==> config.mk <==
export PLATFORM = sky130hd
export DESIGN_NAME = markup_tag_style_tracker_top_flat
export DESIGN_NICKNAME = d
export VERILOG_FILES = /design/src/rtl/mtst_pkg.sv /design/src/rtl/mtst_in_if.sv /design/src/rtl/mtst_out_if.sv /design/src/rtl/mtst_cfg.sv /design/src/rtl/mtst_core.sv /design/src/rtl/mtst_emit.sv /design/src/rtl/markup_tag_style_tracker_top.sv /design/src/flat_wrapper.sv
export SDC_FILE = /design/constraint.sdc
export NUM_CORES = 1
export LEC_CHECK = 0
export BUFFER_PORTS_ARGS = -buffer_cell sky130_fd_sc_hd__buf_2
export CAP_MARGIN = 20
export CORE_ASPECT_RATIO = 0.6
export CORE_MARGIN = 10
export CORE_UTILIZATION = 50
export DETAILED_ROUTE_END_ITERATION = 10
export PLACE_DENSITY = 0.67
export SYNTH_ARGS = -nofsm -noshare
export SYNTH_HDL_FRONTEND = slang
export SYNTH_SLANG_ARGS = --single-unit
==> constraint.sdc <==
create_clock -name clk -period 8.2 [get_ports clk]
set_input_delay 1.23 -clock clk [delete_from_list [all_inputs] [get_ports clk]]
set_output_delay 1.23 -clock clk [all_outputs]
set_load 0.1 [all_outputs]
==> src/rtl/mtst_pkg.sv <==
// mtst_pkg: shared constants, tag table, state and batch types of the
// markup tag style tracker. No dependencies; the modules use it.
`default_nettype none

package mtst_pkg;

    // fixed sizes
    localparam int NUM_TAGS    = 12;
    localparam int MAX_TAG_LEN = 8;
    localparam int MAX_RES     = 8;
    localparam int POS_BITS    = 3;
    localparam int CNT_BITS    = 4;
    localparam int COLOR_BITS  = 24;
    localparam int SIZE_BITS   = 16;
    localparam int CHAR_W      = 16;

    // parser phases
    localparam logic [2:0] PH_IDLE  = 3'd0;
    localparam logic [2:0] PH_MATCH = 3'd1;
    localparam logic [2:0] PH_COLOR = 3'd2;
    localparam logic [2:0] PH_SIZE  = 3'd3;
    localparam logic [2:0] PH_URL   = 3'd4;

    // tag indexes
    localparam logic [3:0] TAG_B_ON      = 4'd0;
    localparam logic [3:0] TAG_B_OFF     = 4'd1;
    localparam logic [3:0] TAG_I_ON      = 4'd2;
    localparam logic [3:0] TAG_I_OFF     = 4'd3;
    localparam logic [3:0] TAG_U_ON      = 4'd4;
    localparam logic [3:0] TAG_U_OFF     = 4'd5;
    localparam logic [3:0] TAG_COLOR_ON  = 4'd6;
    localparam logic [3:0] TAG_COLOR_OFF = 4'd7;
    localparam logic [3:0] TAG_SIZE_ON   = 4'd8;
    localparam logic [3:0] TAG_SIZE_OFF  = 4'd9;
    localparam logic [3:0] TAG_LINK_ON   = 4'd10;
    localparam logic [3:0] TAG_LINK_OFF  = 4'd11;

    // character codes
    localparam logic [CHAR_W-1:0] CH_SPACE = 16'h0020;
    localparam logic [CHAR_W-1:0] CH_GT    = 16'h003e;
    localparam logic [CHAR_W-1:0] CH_0     = 16'h0030;
    localparam logic [CHAR_W-1:0] CH_9     = 16'h0039;
    localparam logic [CHAR_W-1:0] CH_UC_A  = 16'h0041;
    localparam logic [CHAR_W-1:0] CH_UC_Z  = 16'h005a;
    localparam logic [CHAR_W-1:0] CH_LC_A  = 16'h0061;
    localparam logic [CHAR_W-1:0] CH_LC_F  = 16'h0066;
    localparam logic [CHAR_W-1:0] CASE_BIT = 16'h0020;

    // style constants
    localparam logic [COLOR_BITS-1:0] LINK_COLOR     = 24'hff0000;
    localparam logic [SIZE_BITS-1:0]  SIZE_RESET     = 16'd8;
    localparam logic [SIZE_BITS-1:0]  SIZE_MAX       = 16'hffff;

    // configuration register map (word index taken from paddr[2])
    localparam int          CFG_ADDR_BITS  = 3;
    localparam logic        REG_DFLT_SIZE  = 1'b0;

    typedef struct packed {
        logic [2:0]            phase;
        logic [NUM_TAGS-1:0]   cand;
        logic [POS_BITS-1:0]   mp;
        logic [COLOR_BITS-1:0] acc;
        logic                  bold;
        logic                  italic;
        logic                  underline;
        logic [COLOR_BITS-1:0] color;
        logic [SIZE_BITS-1:0]  size;
    } state_t;

    localparam state_t STATE_RESET = '{
        phase: PH_IDLE, cand: '0, mp: '0, acc: '0,
        bold: 1'b0, italic: 1'b0, underline: 1'b0,
        color: '0, size: SIZE_RESET
    };

    // result batch of one input item, with the style after the step
    typedef struct packed {
        logic [CNT_BITS-1:0]            count;
        logic [MAX_RES-1:0][CHAR_W-1:0] chars;
        logic                           url;
        logic                           bold;
        logic                           italic;
        logic                           underline;
        logic [COLOR_BITS-1:0]          color;
        logic [SIZE_BITS-1:0]           size;
        logic                           dflt;
    } batch_t;

    // ascii upper case to lower case
    function automatic logic [CHAR_W-1:0] fold(input logic [CHAR_W-1:0] c);
        if (c >= CH_UC_A && c <= CH_UC_Z)
            return c | CASE_BIT;
        return c;
    endfunction

    // tag text, first character in the top byte, padded with spaces
    function automatic logic [63:0] tag_str(input logic [3:0] t);
        logic [63:0] s;
        unique case (t)
            TAG_B_ON:      s = "<b>     ";
            TAG_B_OFF:     s = "</b>    ";
            TAG_I_ON:      s = "<i>     ";
            TAG_I_OFF:     s = "</i>    ";
            TAG_U_ON:      s = "<u>     ";
            TAG_U_OFF:     s = "</u>    ";
            TAG_COLOR_ON:  s = "<color= ";
            TAG_COLOR_OFF: s = "</color>";
            TAG_SIZE_ON:   s = "<size=  ";
            TAG_SIZE_OFF:  s = "</size> ";
            TAG_LINK_ON:   s = "<a=     ";
            TAG_LINK_OFF:  s = "</a>    ";
            default:       s = 64'h0;
        endcase
        return s;
    endfunction

    function automatic logic [3:0] tag_len(input logic [3:0] t);
        logic [3:0] n;
        unique case (t)
            TAG_B_ON:      n = 4'd3;
            TAG_B_OFF:     n = 4'd4;
            TAG_I_ON:      n = 4'd3;
            TAG_I_OFF:     n = 4'd4;
            TAG_U_ON:      n = 4'd3;
            TAG_U_OFF:     n = 4'd4;
            TAG_COLOR_ON:  n = 4'd7;
            TAG_COLOR_OFF: n = 4'd8;
            TAG_SIZE_ON:   n = 4'd6;
            TAG_SIZE_OFF:  n = 4'd7;
            TAG_LINK_ON:   n = 4'd3;
            TAG_LINK_OFF:  n = 4'd4;
            default:       n = 4'd0;
        endcase
        return n;
    endfunction

    // folded character matches tag t at position pos
    function automatic logic tag_hit(input logic [3:0] t,
                                     input logic [POS_BITS-1:0] pos,
                                     input logic [CHAR_W-1:0] fc);
        logic [63:0] s;
        logic [7:0]  b;
        s = tag_str(t);
        b = s[63 - 8*pos -: 8];
        return ({1'b0, pos} < tag_len(t)) && (fc == {8'h00, b});
    endfunction

endpackage

`default_nettype wire

==> src/rtl/mtst_in_if.sv <==
// mtst_in_if: input character channel, one character per beat.
// Depends on no other file.
`default_nettype none

interface mtst_in_if;
    logic        valid;
    logic        ready;
    logic [15:0] ch;
    logic        end_of_text;

    modport source (output valid, ch, end_of_text, input ready);
    modport sink   (input valid, ch, end_of_text, output ready);
endinterface

`default_nettype wire

==> src/rtl/mtst_out_if.sv <==
// mtst_out_if: result channel, one emitted character with its style per beat.
// Depends on no other file.
`default_nettype none

interface mtst_out_if;
    logic        valid;
    logic        ready;
    logic [15:0] text_char;
    logic        is_text;
    logic        is_url_char;
    logic        bold_on;
    logic        italic_active;
    logic        underline_active;
    logic [23:0] text_color;
    logic [15:0] text_size;
    logic        default_style;
    logic        last;

    modport source (output valid, text_char, is_text, is_url_char, bold_on,
                    italic_active, underline_active, text_color, text_size,
                    default_style, last, input ready);
    modport sink   (input valid, text_char, is_text, is_url_char, bold_on,
                    italic_active, underline_active, text_color, text_size,
                    default_style, last, output ready);
endinterface

`default_nettype wire

==> src/rtl/mtst_cfg.sv <==
// mtst_cfg: APB-style configuration port holding default_text_size.
// Depends on mtst_pkg.
`default_nettype none

module mtst_cfg (
    input  wire logic                                 clk,
    input  wire logic                                 rst_n,
    input  wire logic                                 psel,
    input  wire logic                                 penable,
    input  wire logic                                 pwrite,
    input  wire logic [mtst_pkg::CFG_ADDR_BITS-1:0]   paddr,
    input  wire logic [31:0]                          pwdata,
    output logic      [31:0]                          prdata,
    output logic                                      pready,
    output logic      [mtst_pkg::SIZE_BITS-1:0]       default_text_size
);

    logic                               wr_en;
    logic                               sel_dflt;
    logic [mtst_pkg::SIZE_BITS-1:0]     dflt_size_reg;
    logic [mtst_pkg::SIZE_BITS-1:0]     dflt_size_next;

    // word decode; byte lanes inside the word are ignored
    assign sel_dflt = (paddr[2] == mtst_pkg::REG_DFLT_SIZE);
    assign pready   = 1'b1;
    assign wr_en    = psel && penable && pwrite && pready;

    // register write
    always_comb
    begin
        dflt_size_next = dflt_size_reg;
        if (wr_en && sel_dflt)
            dflt_size_next = pwdata[mtst_pkg::SIZE_BITS-1:0];
    end

    always_ff @(posedge clk or negedge rst_n)
    begin
        if (!rst_n)
            dflt_size_reg <= mtst_pkg::SIZE_RESET;
        else
            dflt_size_reg <= dflt_size_next;
    end

    // read back
    always_comb
    begin
        prdata = 32'h0;
        if (sel_dflt)
            prdata = {{(32 - mtst_pkg::SIZE_BITS){1'b0}}, dflt_size_reg};
    end

    assign default_text_size = dflt_size_reg;

endmodule

`default_nettype wire

==> src/rtl/mtst_core.sv <==
// mtst_core: input register, parser state and held tag characters, and the
// single-pass step logic that builds one result batch per character.
// Depends on mtst_pkg and mtst_in_if.
`default_nettype none

module mtst_core (
    input  wire logic                               clk,
    input  wire logic                               rst_n,
    mtst_in_if.sink                                 din,
    input  wire logic [mtst_pkg::SIZE_BITS-1:0]     default_text_size,
    input  wire logic                               batch_free,
    output mtst_pkg::batch_t                        batch,
    output logic                                    batch_load
);

    localparam int NT = mtst_pkg::NUM_TAGS;
    localparam int PB = mtst_pkg::POS_BITS;
    localparam int CW = mtst_pkg::CHAR_W;

    logic                   in_valid_reg;
    logic [CW-1:0]          ch_reg;
    logic                   eot_reg;
    logic                   adv;

    mtst_pkg::state_t       state_reg;
    mtst_pkg::state_t       state_next;
    logic [CW-1:0]          pend_reg [mtst_pkg::MAX_TAG_LEN];

    logic [CW-1:0]          fc;
    logic [NT-1:0]          start_mask;
    logic [NT-1:0]          match_mask;
    logic [PB:0]            mp1;
    logic                   done_hit;
    logic [3:0]             done_idx;
    logic                   is_dig;
    logic                   is_hex_lc;
    logic [3:0]             nib;
    logic [19:0]            size_prod;

    logic [mtst_pkg::CNT_BITS-1:0]                     cnt;
    logic [mtst_pkg::MAX_RES-1:0][CW-1:0]              chars;
    logic                   url;
    logic                   pend_we;
    logic [PB-1:0]          pend_idx;

    // outer bytes swapped into blue-green-red order
    function automatic logic [23:0] swap_rgb(input logic [23:0] p);
        return {p[7:0], p[15:8], p[23:16]};
    endfunction

    assign adv       = in_valid_reg && batch_free;
    assign din.ready = !in_valid_reg || batch_free;

    // input register
    always_ff @(posedge clk or negedge rst_n)
    begin
        if (!rst_n)
            in_valid_reg <= 1'b0;
        else if (din.valid && din.ready)
            in_valid_reg <= 1'b1;
        else if (adv)
            in_valid_reg <= 1'b0;
    end

    always_ff @(posedge clk)
    begin
        if (din.valid && din.ready)
        begin
            ch_reg  <= din.ch;
            eot_reg <= din.end_of_text;
        end
    end

    // tag compares against the whole table
    always_comb
    begin
        fc         = mtst_pkg::fold(ch_reg);
        start_mask = '0;
        match_mask = '0;
        for (int t = 0; t < NT; t++)
        begin
            start_mask[t] = mtst_pkg::tag_hit(4'(t), '0, fc);
            match_mask[t] = state_reg.cand[t] &&
                            mtst_pkg::tag_hit(4'(t), state_reg.mp, fc);
        end
        mp1      = {1'b0, state_reg.mp} + 1'b1;
        done_hit = 1'b0;
        done_idx = '0;
        for (int t = 0; t < NT; t++)
        begin
            if (match_mask[t] && (mtst_pkg::tag_len(4'(t)) == mp1))
            begin
                done_hit = 1'b1;
                done_idx = 4'(t);
            end
        end
    end

    // parameter digits
    always_comb
    begin
        is_dig    = (ch_reg >= mtst_pkg::CH_0) && (ch_reg <= mtst_pkg::CH_9);
        is_hex_lc = (fc >= mtst_pkg::CH_LC_A) && (fc <= mtst_pkg::CH_LC_F);
        nib       = is_dig ? ch_reg[3:0] : (fc[3:0] + 4'd9);
        size_prod = {1'b0, state_reg.acc[15:0], 3'b000}
                  + {3'b000, state_reg.acc[15:0], 1'b0}
                  + {16'h0, ch_reg[3:0]};
    end

    // one step of the parser
    always_comb
    begin
        state_next = state_reg;
        cnt        = '0;
        url        = 1'b0;
        pend_we    = 1'b0;
        pend_idx   = state_reg.mp;

        // held characters first, then the current one
        for (int k = 0; k < mtst_pkg::MAX_RES; k++)
            chars[k] = (PB'(k) < state_reg.mp) ? pend_reg[k] : ch_reg;

        unique case (state_reg.phase)
            mtst_pkg::PH_MATCH:
            begin
                if (match_mask == '0)
                begin
                    // failed partial tag: replay, then treat as idle
                    if (start_mask != '0)
                    begin
                        state_next.phase = mtst_pkg::PH_MATCH;
                        state_next.cand  = start_mask;
                        state_next.mp    = PB'(1);
                        pend_we          = 1'b1;
                        pend_idx         = '0;
                        cnt              = {1'b0, state_reg.mp};
                    end
                    else
                    begin
                        state_next.phase = mtst_pkg::PH_IDLE;
                        state_next.cand  = '0;
                        state_next.mp    = '0;
                        cnt              = mp1;
                    end
                end
                else
                begin
                    pend_we         = 1'b1;
                    state_next.cand = match_mask;
                    if (done_hit)
                    begin
                        state_next.phase = mtst_pkg::PH_IDLE;
                        state_next.cand  = '0;
                        state_next.mp    = '0;
                        state_next.acc   = '0;
                        unique case (done_idx)
                            mtst_pkg::TAG_B_ON:      state_next.bold = 1'b1;
                            mtst_pkg::TAG_B_OFF:     state_next.bold = 1'b0;
                            mtst_pkg::TAG_I_ON:      state_next.italic = 1'b1;
                            mtst_pkg::TAG_I_OFF:     state_next.italic = 1'b0;
                            mtst_pkg::TAG_U_ON:      state_next.underline = 1'b1;
                            mtst_pkg::TAG_U_OFF:     state_next.underline = 1'b0;
                            mtst_pkg::TAG_COLOR_ON:  state_next.phase = mtst_pkg::PH_COLOR;
                            mtst_pkg::TAG_COLOR_OFF: state_next.color = '0;
                            mtst_pkg::TAG_SIZE_ON:   state_next.phase = mtst_pkg::PH_SIZE;
                            mtst_pkg::TAG_SIZE_OFF:  state_next.size = default_text_size;
                            mtst_pkg::TAG_LINK_ON:
                            begin
                                state_next.underline = 1'b1;
                                state_next.color     = mtst_pkg::LINK_COLOR;
                                state_next.phase     = mtst_pkg::PH_URL;
                            end
                            mtst_pkg::TAG_LINK_OFF:
                            begin
                                state_next.underline = 1'b0;
                                state_next.color     = '0;
                            end
                            default:
                            begin
                            end
                        endcase
                    end
                    else if (mp1 == (PB+1)'(mtst_pkg::MAX_TAG_LEN))
                    begin
                        // buffer full with no tag: replay all
                        state_next.phase = mtst_pkg::PH_IDLE;
                        state_next.cand  = '0;
                        state_next.mp    = '0;
                        cnt              = mtst_pkg::CNT_BITS'(mtst_pkg::MAX_TAG_LEN);
                    end
                    else
                    begin
                        state_next.mp = mp1[PB-1:0];
                    end
                end
            end

            mtst_pkg::PH_COLOR:
            begin
                if (is_dig || is_hex_lc)
                    state_next.acc = {state_reg.acc[19:0], nib};
                else
                begin
                    state_next.color = swap_rgb(state_reg.acc);
                    state_next.acc   = '0;
                    state_next.phase = mtst_pkg::PH_IDLE;
                end
            end

            mtst_pkg::PH_SIZE:
            begin
                if (is_dig)
                begin
                    if (size_prod > {4'h0, mtst_pkg::SIZE_MAX})
                        state_next.acc = {8'h00, mtst_pkg::SIZE_MAX};
                    else
                        state_next.acc = {4'h0, size_prod};
                end
                else
                begin
                    state_next.size  = state_reg.acc[15:0];
                    state_next.acc   = '0;
                    state_next.phase = mtst_pkg::PH_IDLE;
                end
            end

            mtst_pkg::PH_URL:
            begin
                if (ch_reg == mtst_pkg::CH_SPACE || ch_reg == mtst_pkg::CH_GT)
                    state_next.phase = mtst_pkg::PH_IDLE;
                else
                begin
                    cnt = mtst_pkg::CNT_BITS'(1);
                    url = 1'b1;
                end
            end

            default:
            begin
                state_next.phase = mtst_pkg::PH_IDLE;
                if (start_mask != '0)
                begin
                    state_next.phase = mtst_pkg::PH_MATCH;
                    state_next.cand  = start_mask;
                    state_next.mp    = PB'(1);
                    pend_we          = 1'b1;
                    pend_idx         = '0;
                end
                else
                    cnt = mtst_pkg::CNT_BITS'(1);
            end
        endcase

        // end of text: flush held tag, close parameter, leave link
        if (eot_reg)
        begin
            if (state_next.phase == mtst_pkg::PH_MATCH)
            begin
                cnt             = cnt + {1'b0, state_next.mp};
                state_next.cand = '0;
                state_next.mp   = '0;
            end
            else if (state_next.phase == mtst_pkg::PH_COLOR)
            begin
                state_next.color = swap_rgb(state_next.acc);
                state_next.acc   = '0;
            end
            else if (state_next.phase == mtst_pkg::PH_SIZE)
            begin
                state_next.size = state_next.acc[15:0];
                state_next.acc  = '0;
            end
            state_next.phase = mtst_pkg::PH_IDLE;
        end
    end

    // parser state
    always_ff @(posedge clk or negedge rst_n)
    begin
        if (!rst_n)
            state_reg <= mtst_pkg::STATE_RESET;
        else if (adv)
            state_reg <= state_next;
    end

    // held tag characters
    always_ff @(posedge clk)
    begin
        if (adv && pend_we)
            pend_reg[pend_idx] <= ch_reg;
    end

    // batch toward the output stage
    always_comb
    begin
        batch.count     = cnt;
        batch.chars     = chars;
        batch.url       = url;
        batch.bold      = state_next.bold;
        batch.italic    = state_next.italic;
        batch.underline = state_next.underline;
        batch.color     = state_next.color;
        batch.size      = state_next.size;
        batch.dflt      = !state_next.bold && !state_next.italic &&
                          !state_next.underline &&
                          (state_next.size == default_text_size);
    end

    assign batch_load = adv;

endmodule

`default_nettype wire

==> src/rtl/mtst_emit.sv <==
// mtst_emit: result register that holds one batch and sends its characters
// one beat per cycle unless stalled. Depends on mtst_pkg and mtst_out_if.
`default_nettype none

module mtst_emit (
    input  wire logic           clk,
    input  wire logic           rst_n,
    input  wire mtst_pkg::batch_t batch,
    input  wire logic           batch_load,
    output logic                batch_free,
    mtst_out_if.source          dout
);

    localparam int RB = $clog2(mtst_pkg::MAX_RES);

    mtst_pkg::batch_t               batch_reg;
    logic                           valid_reg;
    logic [RB-1:0]                  idx_reg;
    logic [mtst_pkg::CNT_BITS-1:0]  cnt_m1;
    logic                           last_beat;
    logic                           fire;

    assign cnt_m1     = batch_reg.count - 1'b1;
    assign last_beat  = ({1'b0, idx_reg} == cnt_m1);
    assign fire       = valid_reg && dout.ready;
    assign batch_free = !valid_reg || (dout.ready && last_beat);

    // beat sequencing
    always_ff @(posedge clk or negedge rst_n)
    begin
        if (!rst_n)
        begin
            valid_reg <= 1'b0;
            idx_reg   <= '0;
        end
        else if (batch_load)
        begin
            valid_reg <= (batch.count != '0);
            idx_reg   <= '0;
        end
        else if (fire)
        begin
            if (last_beat)
                valid_reg <= 1'b0;
            else
                idx_reg <= idx_reg + 1'b1;
        end
    end

    // batch payload
    always_ff @(posedge clk)
    begin
        if (batch_load)
            batch_reg <= batch;
    end

    // output beat
    assign dout.valid            = valid_reg;
    assign dout.text_char        = batch_reg.chars[idx_reg];
    assign dout.is_text          = !batch_reg.url;
    assign dout.is_url_char      = batch_reg.url;
    assign dout.bold_on          = batch_reg.bold;
    assign dout.italic_active    = batch_reg.italic;
    assign dout.underline_active = batch_reg.underline;
    assign dout.text_color       = batch_reg.color;
    assign dout.text_size        = batch_reg.size;
    assign dout.default_style    = batch_reg.dflt;
    assign dout.last             = last_beat;

endmodule

`default_nettype wire

==> src/rtl/markup_tag_style_tracker_top.sv <==
// markup_tag_style_tracker_top: top level of the markup tag style tracker.
// Depends on mtst_pkg, mtst_in_if, mtst_out_if, mtst_cfg, mtst_core, mtst_emit.
//
// The block takes one character per input beat and tracks the style tags
// <b> <i> <u> <color= <size= <a= and their closing forms, matched without
// regard to letter case. Each input character is registered, run through the
// tag compare and state update, and its results (zero to eight characters,
// all carrying the style after that character) land in a result register,
// from which its first beat is offered. The result register sends one beat
// per cycle while dout.ready is high, so an input character is taken every
// cycle while each one gives at most one result; a character whose batch
// has more than one beat (a failed partial tag replays its held characters,
// up to eight beats in all) holds the input side while its beats drain. Tag
// completions and parameter characters give no beats. The user must write
// default_text_size through the APB-style port at byte address 0 while the
// block is idle; the block itself does not enforce this.
`default_nettype none

module markup_tag_style_tracker_top (
    input  wire logic                                 clk,
    input  wire logic                                 rst_n,
    mtst_in_if.sink                                   din,
    mtst_out_if.source                                dout,
    input  wire logic                                 psel,
    input  wire logic                                 penable,
    input  wire logic                                 pwrite,
    input  wire logic [mtst_pkg::CFG_ADDR_BITS-1:0]   paddr,
    input  wire logic [31:0]                          pwdata,
    output logic      [31:0]                          prdata,
    output logic                                      pready
);

    logic [mtst_pkg::SIZE_BITS-1:0] default_text_size;
    mtst_pkg::batch_t               batch;
    logic                           batch_load;
    logic                           batch_free;

    // configuration register
    mtst_cfg u_cfg (
        .clk               (clk),
        .rst_n             (rst_n),
        .psel              (psel),
        .penable           (penable),
        .pwrite            (pwrite),
        .paddr             (paddr),
        .pwdata            (pwdata),
        .prdata            (prdata),
        .pready            (pready),
        .default_text_size (default_text_size)
    );

    // parser
    mtst_core u_core (
        .clk               (clk),
        .rst_n             (rst_n),
        .din               (din),
        .default_text_size (default_text_size),
        .batch_free        (batch_free),
        .batch             (batch),
        .batch_load        (batch_load)
    );

    // result beats
    mtst_emit u_emit (
        .clk        (clk),
        .rst_n      (rst_n),
        .batch      (batch),
        .batch_load (batch_load),
        .batch_free (batch_free),
        .dout       (dout)
    );

    // no batch larger than the result register
    a_batch_count: assert property (@(posedge clk) disable iff (!rst_n)
        batch_load |-> (batch.count <= mtst_pkg::CNT_BITS'(mtst_pkg::MAX_RES)))
        else $error("batch count exceeds result slots");

    // a link character is always the only result of its step
    a_url_alone: assert property (@(posedge clk) disable iff (!rst_n)
        (dout.valid && dout.is_url_char) |-> dout.last)
        else $error("link character not last of its step");

    // more beats of the same batch follow a non-last beat
    a_batch_continues: assert property (@(posedge clk) disable iff (!rst_n)
        (dout.valid && dout.ready && !dout.last) |=> dout.valid)
        else $error("batch dropped before its last beat");

    // a stalled result register never takes a new batch
    a_no_overwrite: assert property (@(posedge clk) disable iff (!rst_n)
        (dout.valid && !dout.ready) |-> !batch_load)
        else $error("batch loaded over a pending beat");

endmodule

`default_nettype wire

==> src/flat_wrapper.sv <==
// flat-port wrapper written by rule: the top's interface ports become plain ports
module markup_tag_style_tracker_top_flat 
  (clk, rst_n, psel, penable, pwrite, paddr, pwdata, prdata, pready, din_valid, din_ch, din_end_of_text, din_ready, dout_valid, dout_text_char, dout_is_text, dout_is_url_char, dout_bold_on, dout_italic_active, dout_underline_active, dout_text_color, dout_text_size, dout_default_style, dout_last, dout_ready);
  mtst_in_if din_i ();
  mtst_out_if dout_i ();
  input  wire logic clk;
  input  wire logic rst_n;
  input  wire logic psel;
  input  wire logic penable;
  input  wire logic pwrite;
  input  wire logic [mtst_pkg::CFG_ADDR_BITS-1:0] paddr;
  input  wire logic [31:0] pwdata;
  output logic      [31:0] prdata;
  output logic pready;
  input wire logic [$bits(din_i.valid)-1:0] din_valid;
  input wire logic [$bits(din_i.ch)-1:0] din_ch;
  input wire logic [$bits(din_i.end_of_text)-1:0] din_end_of_text;
  output wire logic [$bits(din_i.ready)-1:0] din_ready;
  output wire logic [$bits(dout_i.valid)-1:0] dout_valid;
  output wire logic [$bits(dout_i.text_char)-1:0] dout_text_char;
  output wire logic [$bits(dout_i.is_text)-1:0] dout_is_text;
  output wire logic [$bits(dout_i.is_url_char)-1:0] dout_is_url_char;
  output wire logic [$bits(dout_i.bold_on)-1:0] dout_bold_on;
  output wire logic [$bits(dout_i.italic_active)-1:0] dout_italic_active;
  output wire logic [$bits(dout_i.underline_active)-1:0] dout_underline_active;
  output wire logic [$bits(dout_i.text_color)-1:0] dout_text_color;
  output wire logic [$bits(dout_i.text_size)-1:0] dout_text_size;
  output wire logic [$bits(dout_i.default_style)-1:0] dout_default_style;
  output wire logic [$bits(dout_i.last)-1:0] dout_last;
  input wire logic [$bits(dout_i.ready)-1:0] dout_ready;
  assign din_i.valid = din_valid;
  assign din_i.ch = din_ch;
  assign din_i.end_of_text = din_end_of_text;
  assign din_ready = din_i.ready;
  assign dout_valid = dout_i.valid;
  assign dout_text_char = dout_i.text_char;
  assign dout_is_text = dout_i.is_text;
  assign dout_is_url_char = dout_i.is_url_char;
  assign dout_bold_on = dout_i.bold_on;
  assign dout_italic_active = dout_i.italic_active;
  assign dout_underline_active = dout_i.underline_active;
  assign dout_text_color = dout_i.text_color;
  assign dout_text_size = dout_i.text_size;
  assign dout_default_style = dout_i.default_style;
  assign dout_last = dout_i.last;
  assign dout_i.ready = dout_ready;
  markup_tag_style_tracker_top u_core (.clk(clk), .rst_n(rst_n), .din(din_i), .dout(dout_i), .psel(psel), .penable(penable), .pwrite(pwrite), .paddr(paddr), .pwdata(pwdata), .prdata(prdata), .pready(pready));
endmodule
==> qor.yml, run 1 <==
finClkSkew_ns: 0.02836
ys_top_cells_by_area: "edfxtp_1 41%, dfrtp_1 12%, mux2_2 7.5%"
port_buffers: 121
power_density_nw_per_um2: 269.2
dieArea_sq_um: 53980
syn_area_per_cell_sq_um: 11.68
worstPathCellList: "inv_1 > ha_1 > o21bai_1 > mux2i_1 > nor4_1 > o21ai_1 > a31oi_1 > or4_1 > nand2_1 > o21ai_0 > a221oi_1 > nand2_1 > nor2_1 > buf_4"
post_cts_buffers: 0
cts_hold_buf: 0
die_x_microns: 293.4
crit_path_end_kind: "flip-flop"
arrival_ns: 7.26
cts.sinks: 412
drv_cap: 0
ys_ff_latch: 412
synthTopCellsByCount: "306 x edfxtp_1, 175 x nand2_1, 150 x mux2_2"
whs_path_depth: 2
p_int_w: 0.004086
critical-path-slowest-cell: "nor2_1"
yosys_warnings: 0
min_to: "u_core.u_core.state_reg[21]"
worst_path_most_repeated_cell: "nand2_1"
ir_drop_mv: 0.1594
ys_seq_area_frac: 0.5284
drt-total-wl_mm: 63.94
switching_share: 0.3816
fill_cells: 3665
hold_start: "u_core.u_core.state_reg[21]"
h-tree-depth: 2
total_power_w: 0.006608
outcome: "completed"
path_depth: 14
cts_tree: "built"
synth_cell_types: 105
tightest_slew_ns: 1.224
drt_first_pass_iters: 6
path_buf_inv: 2
synth_top_area_cell: "edfxtp_1"
clk_pin_slew_ns: 0.07
io_pins: 157
dp_cells: 2506
gp_congestion: 0.9649
via_per_inst: 6.263
max-clock-path-buffers: 3
hold_path_class: "flip-flop to flip-flop"
ys.flop_type: "edfxtp_1"
p_comb_frac: 0.350
crit_path_max_fanout: 16
ant_nets: 0
cts_resized: 0
num_antenna_cells: 0
numCtsBuffers: 39
fin_cells: 2583
stdcell_area_sq_um: 24550
relSlewSlack: 0.1813
dp_hpwl_mm: 43.16
yosysMostFrequentCell: "edfxtp_1"
cts_root_buf: "clkbuf_16"
largest_register_ffs: 132
p_switching_w: 0.002522
period_share: 0.8540
seqPwrFrac: 0.378
nets: 2092
setup_viol: 0
drc_errors: 0
finalSetupTns_ns: 0
vias: 16180
overflow: 0
cpPeakStageDelay_ns: 0.86
coreArea_sq_um: 43780
ff2ff_path_depth: 14
regToRegStartpoint: "u_core.u_core.state_reg[67]"
clock_power_share: 0.272
drive_gt1_frac: 0.2355
track_usage: 0.2319
fin_crit_ns: 7.003
synthToLayoutAreaGrowth_pct: 9.511
antenna_found_initial: 0
first_global_vias: 15400
worstReg2RegEnd: "u_core.u_core.pend_reg[0][13]"
cp.required_ns: 8.45
drt_iter0_markers: 2163
wl_per_cell_microns: 24.75
grt_max_degree: 126
synth_cells: 1919
die_y_microns: 184.0
rsz0062_at_grt: "no"
crit_type: "flip-flop to flip-flop"
synth_edf_count: 306
clk_latency_ns: 0.58
startpoint_type: "flip-flop"
fmax_mhz: 142.8
rows: 59
synth.cell_area_sq_um: 22420
p_leak_nw: 9.101
synth_top_area_share: 0.4099
reg2reg_slack_ns: 1.20
initial_core_util: 0.5121
critical-path-top-delay-family: "simple AND/OR/NAND/NOR gates"
hold_viol: 0
drv_slew: 0
async_reset_ff_frac: 0.2573
grt_pass1_wl_mm: 96.77
placed_area_sq_um: 23230
[area by class of cell]
cell class	instances	area, sq um	share of cell area
clock inverters	23	225.2	0.009174
inverters	47	183.9	0.007492
flip-flops and latches	412	11850	0.4826
multi-input cells	1300	9519	0.3878
repair buffers	173	1026	0.04179
clock buffers	49	1023	0.04169
well taps	579	724.4	0.02951
[logic make-up after synthesis]
family / after synthesis / share of synthesized area
buf+inv: 222 / 0.05163
compound gates: 433 / 0.1252
xor+xnor: 47 / 0.01836
other cells: 2 / 0.0003350
fa+ha+maj: 60 / 0.03449
mux: 203 / 0.1171
flops: 412 / 0.5284
simple gates: 540 / 0.1245
[through the flow]
step,setup slack [ns],hold slack [ns],utilization
after CTS,1.494,0.4838,0.5593
after floorplan,0.2261,0.4393,-
final,1.197,0.4870,0.5608
after global routing,1.083,0.5115,0.5608
after detailed placement,1.535,0.4672,0.5308
after global placement,1.613,0.4529,0.5308
[layer usage]
metal,vias to the layer above,GRT usage,share of wire
met5,-,0,0
met4,0,0.03906,0.012
met3,77,0.07827,0.13
met2,851,0.3111,0.40
met1,7991,0.3564,0.46
li1,7258,-,-
[worst max path at each step]
stage / endpoint / from
6_report: u_core.u_core.pend_reg[0][13] / u_core.u_core.state_reg[67]
5_1_grt: u_core.u_core.pend_reg[0][13] / u_core.u_core.state_reg[67]
4_1_cts: u_core.u_emit.dout.default_style / u_core.u_core.state_reg[67]
3_5_place_dp: u_core.u_emit.dout.default_style / u_core.u_core.state_reg[67]
3_3_place_gp: u_core.u_emit.dout.default_style / u_core.u_core.state_reg[67]
2_1_floorplan: u_core.u_emit.batch_reg[100] / u_core.u_emit.batch_reg[173]
[worst register-to-register path, stage by stage (launching register included)]
cell and delay (ns):
dfrtp_1 0.81, inv_1 0.49, ha_1 0.58, o21bai_1 0.44
mux2i_1 0.53, nor4_1 0.14, o21ai_1 0.47, a31oi_1 0.26
or4_1 0.80, nand2_1 0.18, o21ai_0 0.08, a221oi_1 0.48
nand2_1 0.22, nor2_1 0.86, buf_4 0.34
[placed cells by master, fill, tap and decap left out, drive strengths merged, types with 7 or more instances in the layout]
master,n
edfxtp,306
mux2,151
ha,57
a2111oi,8
nor2b,27
nor3,31
o31ai,27
clkinv,21
nor4,15
a22o,8
xnor2,33
or3,14
or4,10
conb,17
a21oi,124
o22ai,18
inv,46
nor3b,7
nand4,16
nand2,177
mux2i,20
or2,8
dfrtp,104
a22oi,17
and3,19
clkbuf,50
nand2b,15
nand3,38
buf,172
nand3b,7
o21ai,133
and2,14
mux4,32
a221oi,22
xor2,14
nor2,113
o21a,9
[power by group through the flow]
stage               logic, W  registers, W  clock network, W
CTS                  0.00227       0.00250           0.00182
detailed placement   0.00226       0.00254                 0
global route         0.00245       0.00251           0.00191
global placement     0.00223       0.00254                 0
finish               0.00231       0.00250           0.00180
floorplan            0.00181       0.00252                 0
Note: power is estimated with default switching activity, not from simulation.
==> inputs of run 2 (changes only) <==
--- a/config.mk
+++ b/config.mk
@@ -9,9 +9,9 @@
 export CAP_MARGIN = 20
 export CORE_ASPECT_RATIO = 0.6
 export CORE_MARGIN = 10
-export CORE_UTILIZATION = 50
+export CORE_UTILIZATION = 40
 export DETAILED_ROUTE_END_ITERATION = 10
-export PLACE_DENSITY = 0.67
+export PLACE_DENSITY = 0.58
 export SYNTH_ARGS = -nofsm -noshare
 export SYNTH_HDL_FRONTEND = slang
 export SYNTH_SLANG_ARGS = --single-unit
==> constraint.sdc (replaced) <==
create_clock -name clk -period 7.4 [get_ports clk]
set_input_delay 1.11 -clock clk [delete_from_list [all_inputs] [get_ports clk]]
set_output_delay 1.11 -clock clk [all_outputs]
set_load 0.1 [all_outputs]
==> run 2 against run 1 <==
Effect of this change: design area is 2.0% higher; die area is 23% higher; worst setup slack worse by 0.32 ns; utilization down 11 points; register-to-register slack lost 0.32 ns; clock skew rose by 0.0076 ns; maximum frequency increased by 7.4%; non-clock buffer count is 20 higher; routed wire length is 4.7% higher.
==> qor.yml, run 2 (synthesis gave the netlist of run 1 again) <==
outcome: "completed"
clk_pin_slew_ns: 0.07  # about the same
whs_path_depth: 2  # unchanged
path_depth: 16  # +2
crit_type: "flip-flop to flip-flop"
regToRegStartpoint: "u_core.u_core.state_reg[67]"
grt_max_degree: 142  # +13%
hold_path_class: "flip-flop to flip-flop"
finClkSkew_ns: 0.03597  # +0.007604 ns
fmax_mhz: 153.4  # +7.4%
period_share: 0.8809  # +0.02684
hold_viol: 0  # unchanged
numCtsBuffers: 42  # +7.7%
first_global_vias: 15580  # +1.1%
port_buffers: 121  # unchanged
drt_iter0_markers: 1731  # -20%
num_antenna_cells: 0  # unchanged
final_common_cell: "edfxtp_1"
largest_register_ffs: 132  # unchanged
io_pins: 157  # unchanged
total_power_w: 0.007482  # +13%
startpoint: "u_core.u_core.state_reg[67]"
cp.required_ns: 7.80  # -0.65 ns
critical-path-top-delay-family: "simple AND/OR/NAND/NOR gates"
coreArea_sq_um: 55660  # +27%
fin_crit_ns: 6.518  # -0.4846 ns
arrival_ns: 6.91  # -0.35 ns
nets: 2115  # +1.1%
via_per_inst: 5.771  # -7.8%
drt_first_pass_iters: 8  # +2
cts_root_buf: "clkbuf_16"
cts_tree: "built"
hold_start: "u_core.u_core.state_reg[13]"
crit_path_max_fanout: 16  # unchanged
finalSetupTns_ns: 0  # unchanged
h-tree-depth: 2  # unchanged
critical-path-slowest-cell: "nor4_1"
power_density_nw_per_um2: 298.9  # +11%
drt-total-wl_mm: 66.93  # +4.7%
ff2ff_path_depth: 16  # +2
vias: 16090  # -0.57%
die_x_microns: 325.6  # +11%
post_cts_buffers: 0  # unchanged
drc_errors: 0  # unchanged
track_usage: 0.1953  # -0.03652
clk_latency_ns: 0.60  # +0.02 ns
cts_hold_buf: 0  # unchanged
setup_viol: 0  # unchanged
die_y_microns: 203.4  # +11%
cts_resized: 0  # unchanged
gp_congestion: 0.9084  # -5.9%
rows: 67  # +14%
drive_gt1_frac: 0.2461  # +0.01053
tightest_slew_ns: 1.085  # -0.1385 ns
cpPeakStageDelay_ns: 0.84  # -0.02 ns
initial_core_util: 0.4027  # -0.1094
overflow: 0  # unchanged
startpoint_type: "flip-flop"
placed_area_sq_um: 23620  # +1.7%
drv_cap: 0  # unchanged
ir_drop_mv: 0.2103  # +32%
rsz0062_at_grt: "no"
relSlewSlack: 0.2690  # +0.08770
antenna_found_initial: 2  # +2
crit_path_end_kind: "flip-flop"
dp_hpwl_mm: 45.51  # +5.5%
cts.sinks: 412  # unchanged
final_util: 0.4497  # -0.1110
p_leak_nw: 9.252  # +1.7%
dieArea_sq_um: 66220  # +23%
final_cell_mix: "306 x edfxtp_1, 174 x nand2_1, 150 x mux2_2"
max-clock-path-buffers: 3  # unchanged
grt_pass1_wl_mm: 100.2  # +3.5%
stdcell_area_sq_um: 25030  # +2.0%
synthToLayoutAreaGrowth_pct: 11.68
ant_nets: 0  # unchanged
drv_slew: 0  # unchanged
worstPathCellList: "buf_4 > ha_1 > inv_1 > ha_1 > or3_1 > nor4_1 > o21ai_0 > o311ai_1 > a311oi_1 > buf_4 > nor3_4 > nand2_8 > o311ai_0 > nand4b_1 > or3_1 > nor4_2"
path_buf_inv: 3  # +1
hold_ws_ns: 0.4760  # -0.01093 ns
wl_per_cell_microns: 24.01  # -3.0%
-- run 2: cell count changes in the layout (fill, tap and decap cells not counted), moves of 2 or more --
cell / previous run / this run
buf_4: 50 / 71
clkbuf_1: 9 / 5
clkbuf_16: 39 / 42
clkbuf_8: 1 / 4
clkinv_2: 11 / 9
inv_6: 0 / 2
-- run 2: cell type report --
type,count,area [sq um]
Clock inverter,25,222.7
Sequential cell,412,11850
Fill cell,5084,30630
Timing Repair Buffer,193,1189
Multi-Input combinational cell,1300,9518
Clock buffer,51,1125
Tap cell,759,949.7
Inverter,47,183.9
-- run 2: power by group --
part / switching, W / internal [W] / leakage [nW] / total, W
logic: 0.00179 / 0.000817 / 4.40 / 0.00261
clock network: 0.000964 / 0.00114 / 0.659 / 0.00210
registers: 0.0000995 / 0.00267 / 4.19 / 0.00277
total: 0.00285 / 0.00463 / 9.25 / 0.00748
-- run 2: metal layers --
layer	GRT usage	share of wire
met5	0	0.00019
met4	0.03889	0.014
met3	0.05281	0.10
met2	0.2608	0.39
met1	0.3077	0.49
-- run 2: metrics by stage --
stage          std cells  setup WS [ns]
2_1_floorplan       1934         0.7479
3_3_place_gp        2708          1.287
3_5_place_dp        2708          1.224
4_1_cts             2784          1.173
5_1_grt             2787         0.6829
6_report            2787         0.8817
-- run 2: worst paths after layout --
path | end | slack (ns)
hold / removal | u_core.u_core.state_reg[13] | 0.48
min in group asynchronous | u_core.u_cfg.default_text_size[13] | 0.57
setup reg to reg | u_core.u_emit.dout.default_style | 0.88
max in group asynchronous | u_core.u_emit.idx_reg[0] | 5.49
hold reg to reg | u_core.u_core.state_reg[13] | 0.48
setup / recovery | u_core.u_emit.dout.default_style | 0.88
-- run 2: worst register-to-register path: stages, from the launching register on --
cell	delay, ns
dfrtp_1	0.34
buf_4	0.25
ha_1	0.38
inv_1	0.10
ha_1	0.45
or3_1	0.49
nor4_1	0.84
o21ai_0	0.42
o311ai_1	0.23
a311oi_1	0.25
buf_4	0.22
nor3_4	0.64
nand2_8	0.18
o311ai_0	0.55
nand4b_1	0.27
or3_1	0.44
nor4_2	0.26
